==> src/sv/vas_pkg.sv <==
// Shared types and constants of the valve action scheduler.
package vas_pkg;

    localparam logic [1:0] OP_UPDATE = 2'd0;
    localparam logic [1:0] OP_DECIDE = 2'd1;
    localparam logic [1:0] OP_MOVE_END = 2'd2;
    localparam logic [1:0] OP_CLEAR = 2'd3;

    localparam logic [3:0] VS_UNKNOWN = 4'd0;
    localparam logic [3:0] VS_FAILED = 4'd1;
    localparam logic [3:0] VS_BLOCKED = 4'd2;
    localparam logic [3:0] VS_FULL_OPEN = 4'd3;
    localparam logic [3:0] VS_OPEN_CIRC = 4'd4;
    localparam logic [3:0] VS_IDLE = 4'd5;
    localparam logic [3:0] VS_PRESENT = 4'd6;

    localparam int FB_FORCED = 0;
    localparam int FB_RETRY = 1;
    localparam int FB_EARLY = 2;
    localparam int FB_CALIB = 3;
    localparam int FB_TIMED = 4;
    localparam int FB_CALIBRATED = 5;
    localparam int FB_RECAL = 6;
    localparam int FB_TOUCHED = 7;
    localparam int FB_LEASE = 8;
    localparam int FB_SVC_HOLD = 9;
    localparam int FB_BLK_FS = 10;
    localparam int FB_NEED_REF = 11;

    localparam logic [2:0] AK_NONE = 3'd0;
    localparam logic [2:0] AK_TEST = 3'd1;
    localparam logic [2:0] AK_OPEN_END = 3'd2;
    localparam logic [2:0] AK_CLOSE_END = 3'd3;
    localparam logic [2:0] AK_OPEN = 3'd4;
    localparam logic [2:0] AK_CLOSE = 3'd5;
    localparam logic [2:0] AK_LEARN = 3'd6;
    localparam logic [2:0] AK_MARK = 3'd7;

    localparam logic [2:0] SR_END_STOP = 3'd1;
    localparam logic [2:0] SR_EARLY_END = 3'd2;
    localparam logic [2:0] SR_OVERCURRENT = 3'd3;

    localparam logic [6:0] POS_FULL = 7'd100;
    localparam logic [6:0] POS_HALF = 7'd50;
    localparam logic [3:0] FAIR_RESET = 4'd4;
    localparam logic [2:0] REG_FAIRNESS = 3'd0;

    typedef struct packed {
        logic [1:0]  operation;
        logic [3:0]  valve;
        logic [3:0]  valve_status;
        logic [6:0]  drive_target;
        logic [6:0]  actual_position;
        logic [11:0] request_flags;
        logic        safe_mode;
        logic        temperature_hold;
        logic [2:0]  stop_reason;
        logic        early_stop;
        logic [3:0]  end_status;
    } t_in_word;

    typedef struct packed {
        logic [2:0] action_kind;
        logic [3:0] target_valve;
        logic [6:0] move_delta;
        logic       keep_status;
        logic       reference_run;
    } t_out_word;

    typedef enum logic [1:0] {
        S_IDLE,
        S_EVAL,
        S_PICK
    } t_state;

    typedef struct packed {
        logic apply;
        logic start;
        logic eval;
        logic commit;
    } t_cmd;

    typedef struct packed {
        logic out_busy;
    } t_status;

endpackage

==> src/sv/vas_ctrl.sv <==
// Sequencer of the valve action scheduler.
module vas_ctrl (
    input  logic             i_clk,
    input  logic             i_rst_n,
    input  logic             i_in_valid,
    input  logic             i_is_decide,
    input  vas_pkg::t_status i_status,
    output logic             o_in_stall,
    output vas_pkg::t_cmd    o_cmd
);
    import vas_pkg::*;

    t_state r_state, n_state;
    logic   acc;

    assign acc = i_in_valid && (r_state == S_IDLE);

    always_ff @(posedge i_clk) begin
        if (!i_rst_n) begin
            r_state <= S_IDLE;
        end else begin
            r_state <= n_state;
        end
    end

    always_comb begin
        n_state = r_state;
        case (r_state)
            S_IDLE: begin
                if (acc && i_is_decide) n_state = S_EVAL;
            end
            S_EVAL: n_state = S_PICK;
            S_PICK: begin
                if (!i_status.out_busy) n_state = S_IDLE;
            end
            default: n_state = S_IDLE;
        endcase
    end

    always_comb begin
        o_in_stall   = 1'b1;
        o_cmd        = '0;
        case (r_state)
            S_IDLE: begin
                o_in_stall  = 1'b0;
                o_cmd.apply = acc && !i_is_decide;
                o_cmd.start = acc && i_is_decide;
            end
            S_EVAL: o_cmd.eval = 1'b1;
            S_PICK: o_cmd.commit = !i_status.out_busy;
            default: o_cmd = '0;
        endcase
    end

endmodule

==> src/sv/vas_dpath.sv <==
// Valve views, latches, pending moves, round-robin pick and result register.
module vas_dpath #(
    parameter int VALVE_COUNT = 12
) (
    input  logic               i_clk,
    input  logic               i_rst_n,
    input  vas_pkg::t_cmd      i_cmd,
    input  vas_pkg::t_in_word  i_word,
    input  logic [3:0]         i_fair_limit,
    input  logic               i_out_stall,
    output vas_pkg::t_status   o_status,
    output logic               o_out_valid,
    output vas_pkg::t_out_word o_out_word
);
    import vas_pkg::*;

    localparam int IW = $clog2(VALVE_COUNT);
    localparam int N = VALVE_COUNT;

    logic [3:0]  r_vs [N];
    logic [6:0]  r_vd [N];
    logic [6:0]  r_va [N];
    logic [11:0] r_vf [N];

    logic        r_lv [N];
    logic        r_ldir [N];
    logic [6:0]  r_ldrv [N];
    logic [3:0]  r_lst [N];
    logic        r_lret [N];

    logic        r_pv [N];
    logic        r_pdir [N];
    logic [6:0]  r_pdrv [N];
    logic        r_pkeep [N];
    logic        r_pref [N];

    logic [IW-1:0] r_probe, r_rr;
    logic [3:0]    r_mrc;
    logic          r_fcs, r_safe;
    logic [N-1:0]  r_mv, r_ln;
    logic          r_out_valid;
    t_out_word     r_out_word;

    logic [N-1:0] c_fo, c_oc, c_bk, c_rf, c_mm, c_pr, c_lc, c_mis, c_dir;

    always_comb begin
        logic flt, expl, anyr, pcal, due, hold, nref, diff, alw;
        for (int i = 0; i < N; i++) begin
            flt  = r_vs[i] == VS_FAILED || r_vs[i] == VS_BLOCKED;
            expl = flt ? (r_vf[i][FB_FORCED] | r_vf[i][FB_RETRY])
                       : (r_vf[i][FB_FORCED] | r_vf[i][FB_RETRY] |
                          r_vf[i][FB_EARLY] | r_vf[i][FB_CALIB]);
            anyr = expl || (r_vf[i][FB_TIMED] && !flt);
            pcal = !r_vf[i][FB_CALIBRATED] || r_vf[i][FB_RECAL];
            diff = r_vd[i] != r_va[i];
            due  = diff || r_vf[i][FB_TOUCHED] || r_vf[i][FB_LEASE];
            hold = r_vf[i][FB_SVC_HOLD];
            nref = r_vf[i][FB_NEED_REF];
            c_dir[i] = r_vd[i] > r_va[i];
            c_mis[i] = r_lv[i] && (r_ldrv[i] != r_vd[i] || r_lst[i] != r_vs[i]);
            alw  = !r_lv[i] || c_mis[i] || (c_dir[i] != r_ldir[i]) || r_lret[i];
            c_fo[i] = r_vs[i] == VS_FULL_OPEN;
            c_oc[i] = r_vs[i] == VS_OPEN_CIRC && diff;
            c_bk[i] = r_vs[i] == VS_BLOCKED && r_vf[i][FB_BLK_FS] && !hold && !anyr &&
                      diff && alw;
            c_rf[i] = r_vs[i] == VS_IDLE && !hold && !pcal && !anyr && nref && due;
            c_mm[i] = r_vs[i] == VS_IDLE && !hold && !pcal && !anyr && !nref && diff && alw;
            c_pr[i] = r_vs[i] == VS_PRESENT && (r_fcs || expl || due);
            c_lc[i] = r_vs[i] == VS_IDLE && pcal && !hold && due;
        end
    end

    logic [N-1:0] c_mp;
    always_comb begin
        logic flt, expl, anyr;
        for (int i = 0; i < N; i++) begin
            flt  = r_vs[i] == VS_FAILED || r_vs[i] == VS_BLOCKED;
            expl = flt ? (r_vf[i][FB_FORCED] | r_vf[i][FB_RETRY])
                       : (r_vf[i][FB_FORCED] | r_vf[i][FB_RETRY] |
                          r_vf[i][FB_EARLY] | r_vf[i][FB_CALIB]);
            anyr = expl || (r_vf[i][FB_TIMED] && !flt);
            c_mp[i] = anyr && r_vs[i] != VS_UNKNOWN && r_vs[i] != VS_PRESENT;
        end
    end

    function automatic logic [IW-1:0] rr_pick(input logic [N-1:0] vec,
                                              input logic [IW-1:0] ptr);
        logic [IW-1:0] idx_hi, idx_all;
        logic          hi;
        idx_hi  = '0;
        idx_all = '0;
        hi      = 1'b0;
        for (int k = N - 1; k >= 0; k--) begin
            if (vec[k]) begin
                idx_all = IW'(k);
                if (IW'(k) >= ptr) begin
                    idx_hi = IW'(k);
                    hi     = 1'b1;
                end
            end
        end
        return hi ? idx_hi : idx_all;
    endfunction

    logic [IW-1:0] t, j, j_next, nt;
    logic [IW:0]   nt_sum;
    logic          probe_unk, learn_first, do_test, do_move, do_learn, busy;
    logic          sm_dir;
    t_out_word     res;

    assign busy = r_out_valid && i_out_stall;
    assign o_status.out_busy = busy;

    always_comb begin
        t           = r_probe;
        probe_unk   = r_vs[t] == VS_UNKNOWN;
        nt_sum      = {1'b0, t} + (IW+1)'(2);
        if (nt_sum == (IW+1)'(N)) nt = IW'(1);
        else if (nt_sum > (IW+1)'(N)) nt = '0;
        else nt = nt_sum[IW-1:0];
        do_test     = !r_safe && probe_unk;
        learn_first = !r_safe && !probe_unk && (r_mrc >= i_fair_limit) && (|r_ln);
        do_move     = !r_safe && !probe_unk && !learn_first && (|r_mv);
        do_learn    = learn_first || (!r_safe && !probe_unk && !do_move && (|r_ln));
        j           = do_move ? rr_pick(r_mv, r_rr) : rr_pick(r_ln, r_rr);
        j_next      = (j == IW'(N - 1)) ? '0 : j + IW'(1);
        sm_dir      = c_dir[j];
        res         = '0;
        if (do_test) begin
            res.action_kind  = AK_TEST;
            res.target_valve = 4'(t);
        end else if (do_learn) begin
            res.action_kind  = (c_pr[j] || c_lc[j]) ? AK_LEARN : AK_MARK;
            res.target_valve = 4'(j);
        end else if (do_move) begin
            res.target_valve = 4'(j);
            if (c_fo[j]) begin
                res.action_kind = AK_OPEN_END;
            end else if (c_oc[j]) begin
                res.action_kind = AK_TEST;
            end else if (c_rf[j]) begin
                res.action_kind   = (r_vd[j] >= POS_HALF) ? AK_OPEN_END : AK_CLOSE_END;
                res.reference_run = 1'b1;
            end else begin
                res.keep_status = c_bk[j];
                if (r_vd[j] == POS_FULL) res.action_kind = AK_OPEN_END;
                else if (r_vd[j] == 7'd0) res.action_kind = AK_CLOSE_END;
                else if (sm_dir) begin
                    res.action_kind = AK_OPEN;
                    res.move_delta  = r_vd[j] - r_va[j];
                end else begin
                    res.action_kind = AK_CLOSE;
                    res.move_delta  = r_va[j] - r_vd[j];
                end
            end
        end
    end

    logic          in_rng;
    logic [IW-1:0] v;
    logic          endstop;

    assign v       = i_word.valve[IW-1:0];
    assign in_rng  = 32'(i_word.valve) < N;
    assign endstop = i_word.stop_reason == SR_END_STOP ||
                     i_word.stop_reason == SR_EARLY_END ||
                     i_word.stop_reason == SR_OVERCURRENT;

    always_ff @(posedge i_clk) begin
        if (!i_rst_n) begin
            for (int i = 0; i < N; i++) begin
                r_vs[i] <= '0;
                r_vd[i] <= '0;
                r_va[i] <= '0;
                r_vf[i] <= '0;
                r_lv[i] <= 1'b0;
                r_pv[i] <= 1'b0;
            end
            r_probe     <= '0;
            r_rr        <= '0;
            r_mrc       <= '0;
            r_fcs       <= 1'b0;
            r_out_valid <= 1'b0;
        end else begin
            if (i_cmd.apply && in_rng) begin
                case (i_word.operation)
                    OP_UPDATE: begin
                        r_vs[v] <= i_word.valve_status;
                        r_vd[v] <= i_word.drive_target;
                        r_va[v] <= i_word.actual_position;
                        r_vf[v] <= i_word.request_flags;
                    end
                    OP_MOVE_END: begin
                        r_pv[v] <= 1'b0;
                        if (r_pv[v]) begin
                            if (r_pref[v] || !endstop) begin
                                r_lv[v] <= 1'b0;
                            end else if (r_lv[v] && r_ldir[v] == r_pdir[v] &&
                                         r_ldrv[v] == r_pdrv[v]) begin
                                r_lst[v] <= i_word.end_status;
                            end else begin
                                r_lv[v]   <= 1'b1;
                                r_ldir[v] <= r_pdir[v];
                                r_ldrv[v] <= r_pdrv[v];
                                r_lst[v]  <= i_word.end_status;
                                r_lret[v] <= i_word.early_stop && !r_pkeep[v];
                            end
                        end
                    end
                    OP_CLEAR: r_lv[v] <= 1'b0;
                    default: ;
                endcase
            end
            if (i_cmd.start) r_safe <= i_word.safe_mode | i_word.temperature_hold;
            if (i_cmd.eval) begin
                r_mv <= c_fo | c_oc | c_bk | c_rf | c_mm;
                r_ln <= c_pr | c_lc | c_mp;
            end
            if (i_cmd.commit) begin
                r_out_valid <= 1'b1;
                r_out_word  <= res;
                if (!r_safe) r_probe <= nt;
                if (do_test) r_lv[t] <= 1'b0;
                if (do_learn) begin
                    r_lv[j] <= 1'b0;
                    r_pv[j] <= 1'b0;
                    r_rr    <= j_next;
                    r_mrc   <= '0;
                    if (c_lc[j] || (c_pr[j] && r_vd[j] != r_va[j])) r_fcs <= 1'b1;
                end
                if (do_move) begin
                    r_rr <= j_next;
                    if (r_mrc < i_fair_limit) r_mrc <= r_mrc + 4'd1;
                    if (c_fo[j]) begin
                        r_pv[j]    <= 1'b1;
                        r_pdir[j]  <= 1'b1;
                        r_pdrv[j]  <= r_vd[j];
                        r_pkeep[j] <= 1'b0;
                        r_pref[j]  <= 1'b0;
                    end else if (c_oc[j]) begin
                        r_lv[j] <= 1'b0;
                    end else if (c_rf[j]) begin
                        r_lv[j]    <= 1'b0;
                        r_pv[j]    <= 1'b1;
                        r_pdir[j]  <= r_vd[j] >= POS_HALF;
                        r_pdrv[j]  <= r_vd[j];
                        r_pkeep[j] <= 1'b0;
                        r_pref[j]  <= 1'b1;
                        r_fcs      <= 1'b1;
                    end else begin
                        if (c_mis[j]) r_lv[j] <= 1'b0;
                        else if (r_lv[j] && r_ldir[j] == sm_dir) r_lret[j] <= 1'b0;
                        r_pv[j]    <= 1'b1;
                        r_pdir[j]  <= sm_dir;
                        r_pdrv[j]  <= r_vd[j];
                        r_pkeep[j] <= c_bk[j];
                        r_pref[j]  <= 1'b0;
                        if (c_mm[j]) r_fcs <= 1'b1;
                    end
                end
            end else if (r_out_valid && !i_out_stall) begin
                r_out_valid <= 1'b0;
            end
        end
    end

    assign o_out_valid = r_out_valid;
    assign o_out_word  = r_out_word;

endmodule

==> src/sv/valve_action_scheduler_unit.sv <==
// Top level of the valve action scheduler: ports, register file, sequencer and datapath.
//  channel | direction | handshake                     | word
//  in      | input     | i_in_valid / o_in_stall       | t_in_word
//  out     | output    | o_out_valid / i_out_stall     | t_out_word
//  config  | input     | APB psel/penable/pwrite       | fairness_limit
// Update, move-ended and clear words take effect in the cycle they are accepted.
// A decide word is handled in steps: accept, evaluate all valves, then pick and commit.
// The commit waits while a previous result is held by a stalled output register.
// Synchronous active-low reset; views and valid bits cleared at once, no clearing pass.
module valve_action_scheduler_unit #(
    parameter int VALVE_COUNT = 12
) (
    input  logic               i_clk,
    input  logic               i_rst_n,
    input  logic               i_in_valid,
    output logic               o_in_stall,
    input  vas_pkg::t_in_word  i_in_word,
    output logic               o_out_valid,
    input  logic               i_out_stall,
    output vas_pkg::t_out_word o_out_word,
    input  logic               psel,
    input  logic               penable,
    input  logic               pwrite,
    input  logic [2:0]         paddr,
    input  logic [31:0]        pwdata,
    output logic [31:0]        prdata,
    output logic               pready
);
    import vas_pkg::*;

    logic [3:0] r_fair;
    t_cmd       cmd;
    t_status    status;

    always_ff @(posedge i_clk) begin
        if (!i_rst_n) begin
            r_fair <= FAIR_RESET;
        end else if (psel && penable && pwrite && paddr == REG_FAIRNESS) begin
            r_fair <= pwdata[3:0];
        end
    end

    assign pready = 1'b1;
    assign prdata = (paddr == REG_FAIRNESS) ? {28'd0, r_fair} : 32'd0;

    vas_ctrl u_ctrl (
        .i_clk       (i_clk),
        .i_rst_n     (i_rst_n),
        .i_in_valid  (i_in_valid),
        .i_is_decide (i_in_word.operation == OP_DECIDE),
        .i_status    (status),
        .o_in_stall  (o_in_stall),
        .o_cmd       (cmd)
    );

    vas_dpath #(.VALVE_COUNT(VALVE_COUNT)) u_dpath (
        .i_clk        (i_clk),
        .i_rst_n      (i_rst_n),
        .i_cmd        (cmd),
        .i_word       (i_in_word),
        .i_fair_limit (r_fair),
        .i_out_stall  (i_out_stall),
        .o_status     (status),
        .o_out_valid  (o_out_valid),
        .o_out_word   (o_out_word)
    );

endmodule

==> config.mk <==
export PLATFORM = sky130hd
export DESIGN_NAME = valve_action_scheduler_unit
export DESIGN_NICKNAME = d
export VERILOG_FILES = /design/src/sv/vas_pkg.sv /design/src/sv/vas_ctrl.sv /design/src/sv/vas_dpath.sv /design/src/sv/valve_action_scheduler_unit.sv
export SDC_FILE = /design/constraint.sdc
export NUM_CORES = 2
export LEC_CHECK = 0
export BUFFER_PORTS_ARGS = -buffer_cell sky130_fd_sc_hd__buf_4
export CAP_MARGIN = 20
export CORE_MARGIN = 2
export CORE_UTILIZATION = 40
export CTS_CLUSTER_SIZE = 28
export DETAILED_ROUTE_END_ITERATION = 7
export SLEW_MARGIN = 20
export SYNTH_ARGS = -nofsm -noshare
export SYNTH_HDL_FRONTEND = slang
export SYNTH_SLANG_ARGS = --single-unit
export TNS_END_PERCENT = 20
==> constraint.sdc <==
create_clock -name i_clk -period 8.3 [get_ports i_clk]
set_input_delay 0.83 -clock i_clk [delete_from_list [all_inputs] [get_ports i_clk]]
set_output_delay 0.83 -clock i_clk [all_outputs]
set_load 0.03 [all_outputs]
==> results.md <==
Clock network:
- In this run the clock root is driven by a sky130_fd_sc_hd__clkbuf_16.
- The CTS tree is built.
- Buffers added to address setup during post-CTS repair amount to 0.
- In this run the number of H-tree levels came out at 3.
- At the later pin of the worst-skew pair, clock insertion delay measures 0.69 ns.
- The number of cells upsized or downsized after cts is 0.
- Clock-pin slew was measured on the worst setup and hold paths at 0.06 ns.
- The maximum number of buffers from clock root to sink is 3.
- Clock tree synthesis inserted a total of 87 buffers.
- After clock tree synthesis, the flow added hold-fix buffers numbering 0.
- The clock drives 781 sinks.

Logic synthesis:
- In the synthesized netlist the async set-or-reset flop fraction comes to 0%.
- The post-synthesis average cell area is 12.0 µm².
- Of the total synthesized cell area, the portion taken by full adders, half adders and majority gates is 3.34%.
- After Yosys synthesis, XOR and XNOR cells account for 3.83% of the synthesized area.
- The share of the synthesized area in compound gates (AO/OA/AOI/OAI) is 8.44%.
- The sequential cell area fraction in the yosys report is 56.2%.
- The proportion of synthesized area in mux cells is 7.26%.
- In this run, synthesis produced a sequential element count of 781.
- By area, the combinational part of the netlist is dominated by simple AND/OR/NAND/NOR gates.
- The number of different library cells used by synthesis comes to 94.
- The number of instances in the synthesized netlist is 3419.
- For this run, the leading register cell type out of synthesis is sky130_fd_sc_hd__edfxtp_1.
- The count of flip-flops with a built-in enable after synthesis is 733.
- After Yosys synthesis, and, or, nand and nor cells account for 17.0% of the synthesized area.
- The count of synthesis-stage warnings from yosys is 0.
- The post-synthesis instance area is 40900 µm².

Worst setup path:
- Data arrives at the worst endpoint at 7.28 ns.
- The flop-to-flop setup slack is 1.45 ns.
- STA classifies the critical path startpoint as a flip-flop.
- The worst setup path is of the flip-flop to flip-flop kind.
- The startpoint of the worst-slack reg-to-reg timing path is u_dpath.r_vs[2][0].
- The critical path required time is 8.73 ns.
- STA classifies the critical path endpoint as a flip-flop.
- In this run the critical register-to-register path is captured at u_dpath.o_out_word[8].
- The maximum fanout along the worst path is 118.
- The cell count of the worst reg-to-reg path is 18.

Global routing:
- The pin count of the biggest net entering global routing is 119.
- Global routing finished with a remaining overflow of 0.
- The first global-routing pass estimated 192 mm of wire.
- The number of global-route vias before repair is 27185.
- The all-layer global routing usage is 25.8%.
- The initial antenna violation count was 10.

Finish:
- In the final design database the tool counted 3700 nets.
- Compared with the post-synthesis result, the final layout area differs by 13.4%.
- The fraction of final layout cells with drive strength greater than 1 is 12.2%.
- Cells fill 45.6% of the core in the end.

Drt:
- The first-pass iteration count of the detailed router is 5.
- The amount of wire on met3 after detailed routing is 12.1 mm.
- The final route contains 28370 vias.
- The number of antenna-violating nets in the routed design is 0.
- In the routed layout, each cell is associated on average with a via count of 5.73.
- The routed length per instance is 27.3 µm.
- The final routed DRC violation total is 0.
- The number of DRC markers after the initial detailed-route iteration is 3325.
- After detailed routing, the wire length on met1 is 56.1 mm.
- The top metal layer carrying routed signals is met5.
- The post-detailed-routing wire length is 135 mm.
- The met2 routed wirelength is 62.2 mm.

Power:
- The internal power of the cells totals 0.00722 W.
- The sequential group share of total power is 47.0%.
- The leakage power is 16.6 nW.
- For this design the total switching power over the nets is 0.00232 W.
- In this run the power density over the cells is 206 nW/µm².
- The clock network accounts for 44.5% of the total power.
- Of the total power, combinational logic draws 8.4%.
- In this run switching power makes up 24.3% of total power.
- The worst supply voltage drop on vdd is 0.000139 V.

STA:
- The final number of max-transition violations is 0.
- Setup violations remaining at the end of the flow were counted as 0.
- Setup repair after global routing left no endpoint under its margin.
- Summed over all failing endpoints, the final setup total negative slack is 0 ns.
- The worst relative slew slack is 14.6%.
- The worst-case clock skew is 0.0410 ns.
- The final-report hold violation count is 0.
- The clock period could shrink to 6.85 ns.
- For the pin with the worst max-slew slack, the measured transition is 1.27 ns.
- The highest achievable clock rate is 146 MHz.
- The share of the clock period used by the worst path is 82.5%.

Hold path:
- The depth of the worst hold-timing path is 2.
- The worst hold path class is input pin to flip-flop.
- The critical hold path startpoint is i_in_word[45].
- For hold timing, the worst endpoint is u_ctrl.r_state[0].

Floorplanning:
- Once the floorplan was initialized, standard cells occupied 40.2% of the core.
- In this run the vertical extent of the chip is 324 µm.
- The area of the die is 105000 µm².
- The placeable core region is 102000 µm².
- The number of rows in the core area is 117.
- The horizontal die dimension is 324 µm.
- For this design the top-level I/O count stands at 139.

Placed design:
- During placement, the flow inserted port buffers numbering 81.
- The wire-length estimate of the detail-placed layout is 98.2 mm.
- At the end of routability-driven placement, the weighted congestion stood at 0.988.

Job:
- The number of maximum-capacitance constraint violations is 0.

Status:
- The flow ran to the end, and the final reports show no timing, DRC or antenna violations.
-- power groups by stage --
stage / Clock, W / Sequential, W / Combinational [W]
global placement: 0 / 0.00457 / 0.000782
global route: 0.00443 / 0.00450 / 0.000859
finish: 0.00425 / 0.00449 / 0.000805
detailed placement: 0 / 0.00457 / 0.000784
CTS: 0.00429 / 0.00449 / 0.000786
floorplan: 0 / 0.00453 / 0.000494
-- kinds of logic after synthesis --
group	after synthesis
mux	190
compound gates	500
buf+inv	363
xor+xnor	179
flops	781
fa+ha+maj	108
simple gates	1296
other cells	2
-- critical path: stages (launching register included) --
cell	delay, ns
sky130_fd_sc_hd__edfxtp_1	0.58
sky130_fd_sc_hd__or3_1	0.50
sky130_fd_sc_hd__or4_1	0.44
sky130_fd_sc_hd__a41oi_2	0.21
sky130_fd_sc_hd__o21bai_2	0.20
sky130_fd_sc_hd__o211ai_4	0.36
sky130_fd_sc_hd__mux2i_4	0.42
sky130_fd_sc_hd__buf_12	0.53
sky130_fd_sc_hd__mux2i_1	0.31
sky130_fd_sc_hd__o22ai_1	0.16
sky130_fd_sc_hd__o32ai_1	1.04
sky130_fd_sc_hd__inv_1	0.51
sky130_fd_sc_hd__ha_1	0.38
sky130_fd_sc_hd__a21oi_1	0.21
sky130_fd_sc_hd__o21bai_1	0.09
sky130_fd_sc_hd__a21oi_1	0.14
sky130_fd_sc_hd__mux2i_1	0.09
sky130_fd_sc_hd__xor2_1	0.20
sky130_fd_sc_hd__nor2_1	0.06
-- stage by stage --
step / cell area (µm²) / std cells / total power [W] / hold slack [ns] / setup WS [ns]
after floorplan: 41200 / 3498 / 0.00503 / 0.437 / 2.45
final: 46400 / 4950 / 0.00954 / 0.362 / 1.45
after CTS: 46200 / 4939 / 0.00956 / 0.339 / 1.74
after global placement: 43000 / 4777 / 0.00535 / 0.453 / 1.76
after global routing: 46400 / 4944 / 0.00979 / 0.374 / 1.38
after detailed placement: 43100 / 4778 / 0.00535 / 0.450 / 1.77
-- area by class of cell --
class	count	area (µm²)
Multi-Input combinational cell	2354	16800
Tap cell	1368	1710
Inverter	138	520
Sequential cell	781	23000
Clock buffer	103	2260
Fill cell	9208	55200
Timing Repair Buffer	142	1190
Clock inverter	58	877
Antenna cell	6	15.0
-- state kept, by name (all words and copies together) (netlist names), 12 cells and up, named ones only --
name and cells:
u_dpath.r_vf 144, u_dpath.r_mv 12, u_dpath.r_va 84, u_dpath.r_ln 12, u_dpath.r_pdir 12, u_dpath.o_out_word 16, u_dpath.r_pdrv 84, u_dpath.r_ldir 16
u_dpath.r_ldrv 112, u_dpath.r_lv 16, u_dpath.r_pref 12, u_dpath.r_vd 84, u_dpath.r_pv 16, u_dpath.r_lret 12, u_dpath.r_pkeep 12, u_dpath.r_vs 64
u_dpath.r_lst 48
-- Yosys cell counts, drive strengths merged (91+ instances only) --
library cell / n / area share, %
ha: 106 / 3.2
edfxtp: 733 / 54
and2: 385 / 5.9
clkbuf: 136 / 1.2
nand2: 214 / 2.0
nor2: 218 / 2.0
xor2: 126 / 2.7
a21oi: 92 / 1.1
mux2i: 96 / 2.4
nor3: 91 / 1.1
inv: 137 / 1.3
o21ai: 112 / 1.4
nand3: 96 / 1.2
-- layout by cell type, fill, tap and decap left out, types with 45 or more instances in the layout --
cell type	Yosys	routed
sky130_fd_sc_hd__a21oi_1	92	92
sky130_fd_sc_hd__and2_1	385	385
sky130_fd_sc_hd__buf_4	34	135
sky130_fd_sc_hd__clkbuf_16	0	87
sky130_fd_sc_hd__conb_1	2	81
sky130_fd_sc_hd__dfxtp_1	48	48
sky130_fd_sc_hd__edfxtp_1	733	733
sky130_fd_sc_hd__ha_1	106	106
sky130_fd_sc_hd__inv_1	134	134
sky130_fd_sc_hd__mux2i_1	95	92
sky130_fd_sc_hd__mux4_2	83	83
sky130_fd_sc_hd__nand2_1	214	214
sky130_fd_sc_hd__nand3_1	96	96
sky130_fd_sc_hd__nand4_1	45	45
sky130_fd_sc_hd__nor2_1	217	206
sky130_fd_sc_hd__nor2b_1	58	58
sky130_fd_sc_hd__nor3_1	91	91
sky130_fd_sc_hd__o21ai_0	100	80
sky130_fd_sc_hd__xnor2_1	53	53
sky130_fd_sc_hd__xor2_1	126	126
-- per-layer routing --
layer / vias up / GRT usage (%)
met5: - / 0
met4: 2 / 9.36
met3: 240 / 5.09
met2: 1387 / 41.1
met1: 14059 / 34.9
li1: 12682 / -
-- worst max path at each step --
stage	from	to	slack (ns)	cells after the start
after global placement	u_dpath.r_vs[2][0]	u_dpath.o_out_word[8]	1.76	19
after CTS	u_dpath.r_vs[2][0]	u_dpath.o_out_word[8]	1.74	18
after floorplan	u_dpath.r_vs[2][0]	u_dpath.o_out_word[8]	2.45	28
final	u_dpath.r_vs[2][0]	u_dpath.o_out_word[8]	1.45	18
after detailed placement	u_dpath.r_vs[2][0]	u_dpath.o_out_word[8]	1.77	18
after global routing	u_dpath.r_vs[2][0]	u_dpath.o_out_word[8]	1.38	19
Note: power is estimated with default switching activity, not from simulation.
